--- src/rtl/core/utf8v_pkg.sv ---
// Shared types and constants for the UTF-8 stream validator.
// Used by utf8v_step and utf8_stream_validator_core; depends on nothing.
`default_nettype none

package utf8v_pkg;

   // control_policy register codes
   localparam logic [1:0] POLICY_NONE    = 2'd0;
   localparam logic [1:0] POLICY_TEXT    = 2'd1;
   localparam logic [1:0] POLICY_LANGTAG = 2'd2;

   localparam int CODE_W = 21;

   localparam logic [CODE_W-1:0] CODE_MAX       = 21'h10FFFF;
   localparam logic [CODE_W-1:0] SURROGATE_LO   = 21'h00D800;
   localparam logic [CODE_W-1:0] SURROGATE_HI   = 21'h00DFFF;
   localparam logic [CODE_W-1:0] MIN_THREE_BYTE = 21'h000800;
   localparam logic [CODE_W-1:0] MIN_FOUR_BYTE  = 21'h010000;

   localparam logic [7:0] BYTE_NUL = 8'h00;
   localparam logic [7:0] BYTE_TAB = 8'h09;
   localparam logic [7:0] BYTE_LF  = 8'h0A;
   localparam logic [7:0] BYTE_SP  = 8'h20;
   localparam logic [7:0] BYTE_DEL = 8'h7F;

   // per-string decode state
   typedef struct packed {
      logic [1:0]        bytes_pending;
      logic [2:0]        sequence_length;
      logic [CODE_W-1:0] code_accumulator;
      logic              error_seen;
   } string_state_type;

   localparam string_state_type STATE_CLEAR = '0;

endpackage

`default_nettype wire

--- src/rtl/core/utf8v_step.sv ---
// Per-byte next-state logic of the UTF-8 validator: decode, range and control checks.
// Depends on utf8v_pkg.
`default_nettype none

module utf8v_step (
   input  utf8v_pkg::string_state_type cur_state,
   input  logic [7:0]                  data_byte,
   input  logic [1:0]                  control_policy,
   output utf8v_pkg::string_state_type nxt_state,
   output logic                        string_valid
);
   import utf8v_pkg::*;

   logic              ctrl_bad;
   logic [CODE_W-1:0] cont_code;
   logic              cp_bad;

   always_comb begin
      case (control_policy)
         POLICY_TEXT: begin
            ctrl_bad = (data_byte < BYTE_SP && data_byte != BYTE_LF && data_byte != BYTE_TAB)
                       || data_byte == BYTE_DEL;
         end
         POLICY_LANGTAG: begin
            ctrl_bad = data_byte <= BYTE_SP || data_byte == BYTE_DEL;
         end
         default: begin
            ctrl_bad = 1'b0;
         end
      endcase
   end

   assign cont_code = {cur_state.code_accumulator[CODE_W-7:0], data_byte[5:0]};

   assign cp_bad = (cur_state.sequence_length == 3'd3 && cont_code < MIN_THREE_BYTE) ||
                   (cur_state.sequence_length == 3'd4 && cont_code < MIN_FOUR_BYTE) ||
                   (cont_code >= SURROGATE_LO && cont_code <= SURROGATE_HI) ||
                   cont_code > CODE_MAX;

   always_comb begin
      nxt_state = cur_state;
      if (ctrl_bad) begin
         nxt_state.error_seen = 1'b1;
      end
      // once an error is seen, absorb the rest of the string
      if (!(cur_state.error_seen || ctrl_bad)) begin
         if (cur_state.bytes_pending != 2'd0) begin
            if (data_byte[7:6] != 2'b10) begin
               nxt_state.error_seen = 1'b1;
            end else begin
               nxt_state.code_accumulator = cont_code;
               nxt_state.bytes_pending    = cur_state.bytes_pending - 2'd1;
               if (cur_state.bytes_pending == 2'd1 && cp_bad) begin
                  nxt_state.error_seen = 1'b1;
               end
            end
         end else if (data_byte == BYTE_NUL) begin
            nxt_state.error_seen = 1'b1;
         end else if (data_byte[7] == 1'b0) begin
            nxt_state.sequence_length  = 3'd1;
            nxt_state.code_accumulator = {{(CODE_W-8){1'b0}}, data_byte};
         end else if (data_byte[7:5] == 3'b110) begin
            if (data_byte[4:0] < 5'd2) begin
               nxt_state.error_seen = 1'b1;
            end else begin
               nxt_state.sequence_length  = 3'd2;
               nxt_state.code_accumulator = {{(CODE_W-5){1'b0}}, data_byte[4:0]};
               nxt_state.bytes_pending    = 2'd1;
            end
         end else if (data_byte[7:4] == 4'b1110) begin
            nxt_state.sequence_length  = 3'd3;
            nxt_state.code_accumulator = {{(CODE_W-4){1'b0}}, data_byte[3:0]};
            nxt_state.bytes_pending    = 2'd2;
         end else if (data_byte[7:3] == 5'b11110) begin
            nxt_state.sequence_length  = 3'd4;
            nxt_state.code_accumulator = {{(CODE_W-3){1'b0}}, data_byte[2:0]};
            nxt_state.bytes_pending    = 2'd3;
         end else begin
            // stray continuation or bad lead
            nxt_state.error_seen = 1'b1;
         end
      end
   end

   assign string_valid = !nxt_state.error_seen && nxt_state.bytes_pending == 2'd0;

endmodule

`default_nettype wire

--- src/rtl/core/utf8_stream_validator_core.sv ---
// Top level of the UTF-8 stream validator: input register, state, result register.
// Depends on utf8v_pkg and utf8v_step.
`default_nettype none

// Takes one byte per cycle with a last-byte flag, unless req_stall holds it, and
// reports, one transaction per string, whether the string is well-formed UTF-8
// free of NUL and of the control bytes that csr_control_policy rejects. Sustained
// rate is one byte per clock while results are not stalled; the single decode step
// between the input register and the string state sets that figure. Results are
// registered. Write the policy only while no string is in flight.
module utf8_stream_validator_core (
   input  logic       clock,
   input  logic       reset,
   input  logic       req_valid,
   output logic       req_stall,
   input  logic [7:0] req_data_byte,
   input  logic       req_last_byte,
   output logic       rsp_valid,
   input  logic       rsp_stall,
   output logic       rsp_string_valid,
   input  logic       csr_valid,
   output logic       csr_ready,
   input  logic [1:0] csr_control_policy
);
   import utf8v_pkg::*;

   logic             in_vld_ff;
   logic [7:0]       in_byte_ff;
   logic             in_last_ff;
   logic [1:0]       policy_ff;
   string_state_type state_ff, state_in;
   logic             rsp_vld_ff, rsp_vld_in;
   logic             rsp_ok_ff;
   string_state_type step_state;
   logic             step_valid;
   logic             advance;
   logic             take;

   utf8v_step u_step (
      .cur_state      (state_ff),
      .data_byte      (in_byte_ff),
      .control_policy (policy_ff),
      .nxt_state      (step_state),
      .string_valid   (step_valid)
   );

   // a non-last byte never waits on the result side
   assign advance   = in_vld_ff && (!in_last_ff || !rsp_vld_ff || !rsp_stall);
   assign req_stall = in_vld_ff && !advance;
   assign take      = req_valid && !req_stall;
   assign csr_ready = 1'b1;

   always_comb begin
      state_in = state_ff;
      if (advance) begin
         state_in = in_last_ff ? STATE_CLEAR : step_state;
      end
   end

   always_comb begin
      rsp_vld_in = rsp_vld_ff && rsp_stall;
      if (advance && in_last_ff) begin
         rsp_vld_in = 1'b1;
      end
   end

   always_ff @(posedge clock) begin
      if (reset) begin
         in_vld_ff  <= 1'b0;
         rsp_vld_ff <= 1'b0;
         state_ff   <= STATE_CLEAR;
         policy_ff  <= POLICY_NONE;
      end else begin
         if (take || advance) begin
            in_vld_ff <= take;
         end
         rsp_vld_ff <= rsp_vld_in;
         state_ff   <= state_in;
         if (csr_valid && csr_ready) begin
            policy_ff <= csr_control_policy;
         end
      end
   end

   always_ff @(posedge clock) begin
      if (take) begin
         in_byte_ff <= req_data_byte;
         in_last_ff <= req_last_byte;
      end
      if (advance && in_last_ff) begin
         rsp_ok_ff <= step_valid;
      end
   end

   assign rsp_valid        = rsp_vld_ff;
   assign rsp_string_valid = rsp_ok_ff;

   // string state is cleared once the last byte has gone through
   a_clear_after_last: assert property (@(posedge clock) disable iff (reset)
      advance && in_last_ff |=> state_ff == STATE_CLEAR && rsp_vld_ff)
      else $error("string state not cleared after last byte");

   a_pending_fits: assert property (@(posedge clock) disable iff (reset)
      state_ff.bytes_pending != 2'd0 |->
         {1'b0, state_ff.bytes_pending} < state_ff.sequence_length)
      else $error("pending count exceeds sequence length");

   a_stall_only_when_full: assert property (@(posedge clock) disable iff (reset)
      req_stall |-> in_vld_ff && in_last_ff && rsp_vld_ff)
      else $error("input stalled without a waiting result");

   a_state_holds_idle: assert property (@(posedge clock) disable iff (reset)
      !in_vld_ff |=> $stable(state_ff))
      else $error("string state changed with no byte in flight");

endmodule

`default_nettype wire
--- config.mk ---
export PLATFORM = sky130hd
export DESIGN_NAME = utf8_stream_validator_core
export DESIGN_NICKNAME = d
export VERILOG_FILES = /design/src/rtl/core/utf8v_pkg.sv /design/src/rtl/core/utf8v_step.sv /design/src/rtl/core/utf8_stream_validator_core.sv
export SDC_FILE = /design/constraint.sdc
export NUM_CORES = 1
export LEC_CHECK = 0
export BUFFER_PORTS_ARGS = -buffer_cell sky130_fd_sc_hd__buf_4
export CAP_MARGIN = 20
export CORE_ASPECT_RATIO = 0.75
export CORE_MARGIN = 4
export CORE_UTILIZATION = 40
export DETAILED_ROUTE_END_ITERATION = 6
export MAX_ROUTING_LAYER = met4
export REMOVE_ABC_BUFFERS = 1
export SLEW_MARGIN = 20
export SYNTH_ARGS = -nofsm -noshare
export SYNTH_HDL_FRONTEND = slang
export SYNTH_HIERARCHICAL = 1
export SYNTH_SLANG_ARGS = --single-unit
--- constraint.sdc ---
create_clock -name clock -period 2.9 [get_ports clock]
set_input_delay 0.145 -clock clock [delete_from_list [all_inputs] [get_ports clock]]
set_output_delay 0.145 -clock clock [all_outputs]
set_load 0.03 [all_outputs]
==> impl_metrics.ini <==
[clock_tree]
cts-root-buf = clkbuf_8
clkLatencyLatePin_ns = 0.29
cts_tree = built
numCtsBuffers = 5
clk_pin_slew_ns = 0.07
postCtsHoldBufs = 0
clockBufferDepth = 2
post-cts-setup-buffers = 0
htreeDepth = 2
cts.sinks = 35
post_cts_resized = 0

[synth]
post_synth_inst_count = 196
synthesis.area_um2 = 2050
ys_warn_count = 6
syn_area_per_cell_um2 = 10.5

[sta]
min_period_ns = 2.65
setup_violations = 0
max_freq_ghz = 0.378
clock_skew_ns = 0.0128
hold_ws_ns = 0.0288
slew_headroom_pct = 43.4
fin_ws_ns = 0.255
drv_slew = 0
hold_viol = 0
period_share_pct = 91.2
rsz0062_at_grt = no
worstMarginPinSlew_ns = 0.848
fin_tns_setup_ns = 0

[pwr]
max-vdd-ir-drop_mv = 0.218
leakagePower_nw = 0.848
p_per_area_nw_per_um2 = 455
p_sw_mw = 0.269
p_comb_share_pct = 13.8
seqPwrFrac_pct = 53.1
pwr-share-clk_pct = 33.0
swShare_pct = 26.2
p_int_mw = 0.756

[run_status]
outcome = completed

[routing]
wl_per_cell_um = 17.9
route.vias.total = 1663
route.met3.wl_um = 242
routed.top_layer = met4
via_per_inst = 6.18
drt_iter0_markers = 192
wl_met1_um = 2410
final_antenna_net_count = 0
drcViolationCount = 0
routed_wl_um = 4820
drt_first_pass_iters = 5
wl_met2_um = 2100

[placed_design]
gp_congestion = 0.967
post-place-ws_ns = 0.322
place_inst = 261
io_buffers = 18
hpwl_um = 3530

[floorplanning]
row_count = 22
die_y_um = 70.0
pin_count = 20
initial_core_util_pct = 41.6
die-area_um2 = 6350
core_area_um2 = 4930
die_w_um = 90.7

[global_route]
grt_max_degree = 22
gr-total-overflow = 0
track_usage_pct = 16.8
grt_pass1_vias = 1654
grt_first_pass_wirelength_um = 8410
grt_antenna_before_repair = 0

[job]
drv_cap = 0

[min_path]
holdPathEnd = in_byte_ff[3]
min-delay-start = req_data_byte[3]
hold_path.class = in -> reg
hold_depth = 1

[critical_path]
worstPathMaxFanout = 11
reg2reg_slack_ns = 0.25
ff2ff_path_depth = 6
crit_arrival_ns = 2.82
regToRegEndpoint = state_ff[1]
end_kind = register
crit_type = reg -> reg
r2r-start = in_byte_ff[4]
worst_ep_required_time_ns = 3.07
start_kind = register

[final_layout]
final_core_util_pct = 45.7
multi_input_area_um2 = 1110
n_fill_cell = 465
drive_gt1_share_pct = 31.6
final-seq-area_um2 = 801
n_antenna_cell = 0
fin_cells = 269
areaGrowthSynthToFinish_pct = 9.76
nNetsFinal = 227
## power by group through the flow
stage	combinational [mW]	clock [mW]	sequential, mW
CTS	0.141	0.348	0.544
floorplan	0.0897	0	0.552
finish	0.142	0.339	0.545
global placement	0.136	0	0.555
detailed placement	0.139	0	0.555
global route	0.155	0.377	0.548
## sequential cells by signal (all words and copies together), names as in the netlist
name,cells
policy_ff,2
state_ff,21
rsp_string_valid,1
rsp_valid,1
in_byte_ff,8
in_last_ff,1
in_vld_ff,1
## critical path: stages, from the launching register on
cell      delay [ns]
edfxtp_1        0.57
nor4_2          0.65
a21oi_1         0.25
nor3_2          0.29
or3_1           0.21
mux2_4          0.32
a22o_2          0.23
## metal layers
layer,vias to the layer above,global-route usage (%)
met5,-,-
met4,0,5.77
met3,7,3.23
met2,65,23.2
met1,800,24.2
li1,791,-
## per-stage QoR
| step | total power [mW] | area [um^2] |
|---|---|---|
| 2_1_floorplan | 0.642 | 1930 |
| 3_3_place_gp | 0.690 | 2170 |
| 3_5_place_dp | 0.694 | 2170 |
| 4_1_cts | 1.03 | 2250 |
| 5_1_grt | 1.08 | 2250 |
| 6_report | 1.03 | 2250 |
## how the worst max path moves through the flow
stage / from / to / cells past startpoint
floorplan: in_byte_ff[4] / state_ff[1] / 6
CTS: in_byte_ff[4] / state_ff[1] / 6
global route: in_byte_ff[4] / state_ff[1] / 6
global placement: in_byte_ff[4] / state_ff[1] / 6
detailed placement: in_byte_ff[4] / state_ff[6] / 7
finish: in_byte_ff[4] / state_ff[1] / 6
## cell type report
cell class | instances | area share [%]
clock inverters | 1 | 0.222
clock buffers | 7 | 3.39
flip-flops and latches | 35 | 35.6
inverters | 4 | 0.667
multi-input cells | 140 | 49.5
well taps | 60 | 3.33
repair buffers | 22 | 7.33
## cell usage in the layout (no fill, tap or decap), drive strengths merged, types with 2 or more instances in the layout
| master | count |
|---|---|
| mux2i | 2 |
| a31o | 3 |
| nand3 | 3 |
| nor2 | 12 |
| nor3b | 4 |
| nor4 | 3 |
| a32o | 4 |
| inv | 4 |
| edfxtp | 10 |
| o22ai | 2 |
| nand2 | 10 |
| nor4b | 2 |
| buf | 22 |
| ha | 3 |
| a31oi | 4 |
| nand3b | 2 |
| a22o | 30 |
| mux2 | 3 |
| nor2b | 2 |
| nand4 | 2 |
| a311o | 2 |
| dfxtp | 25 |
| or4 | 3 |
| o41a | 2 |
| clkbuf | 7 |
| xor2 | 2 |
| nand2b | 6 |
| nor3 | 5 |
| a21oi | 9 |
| o21ai | 5 |
(Power assumes the default switching activity.)
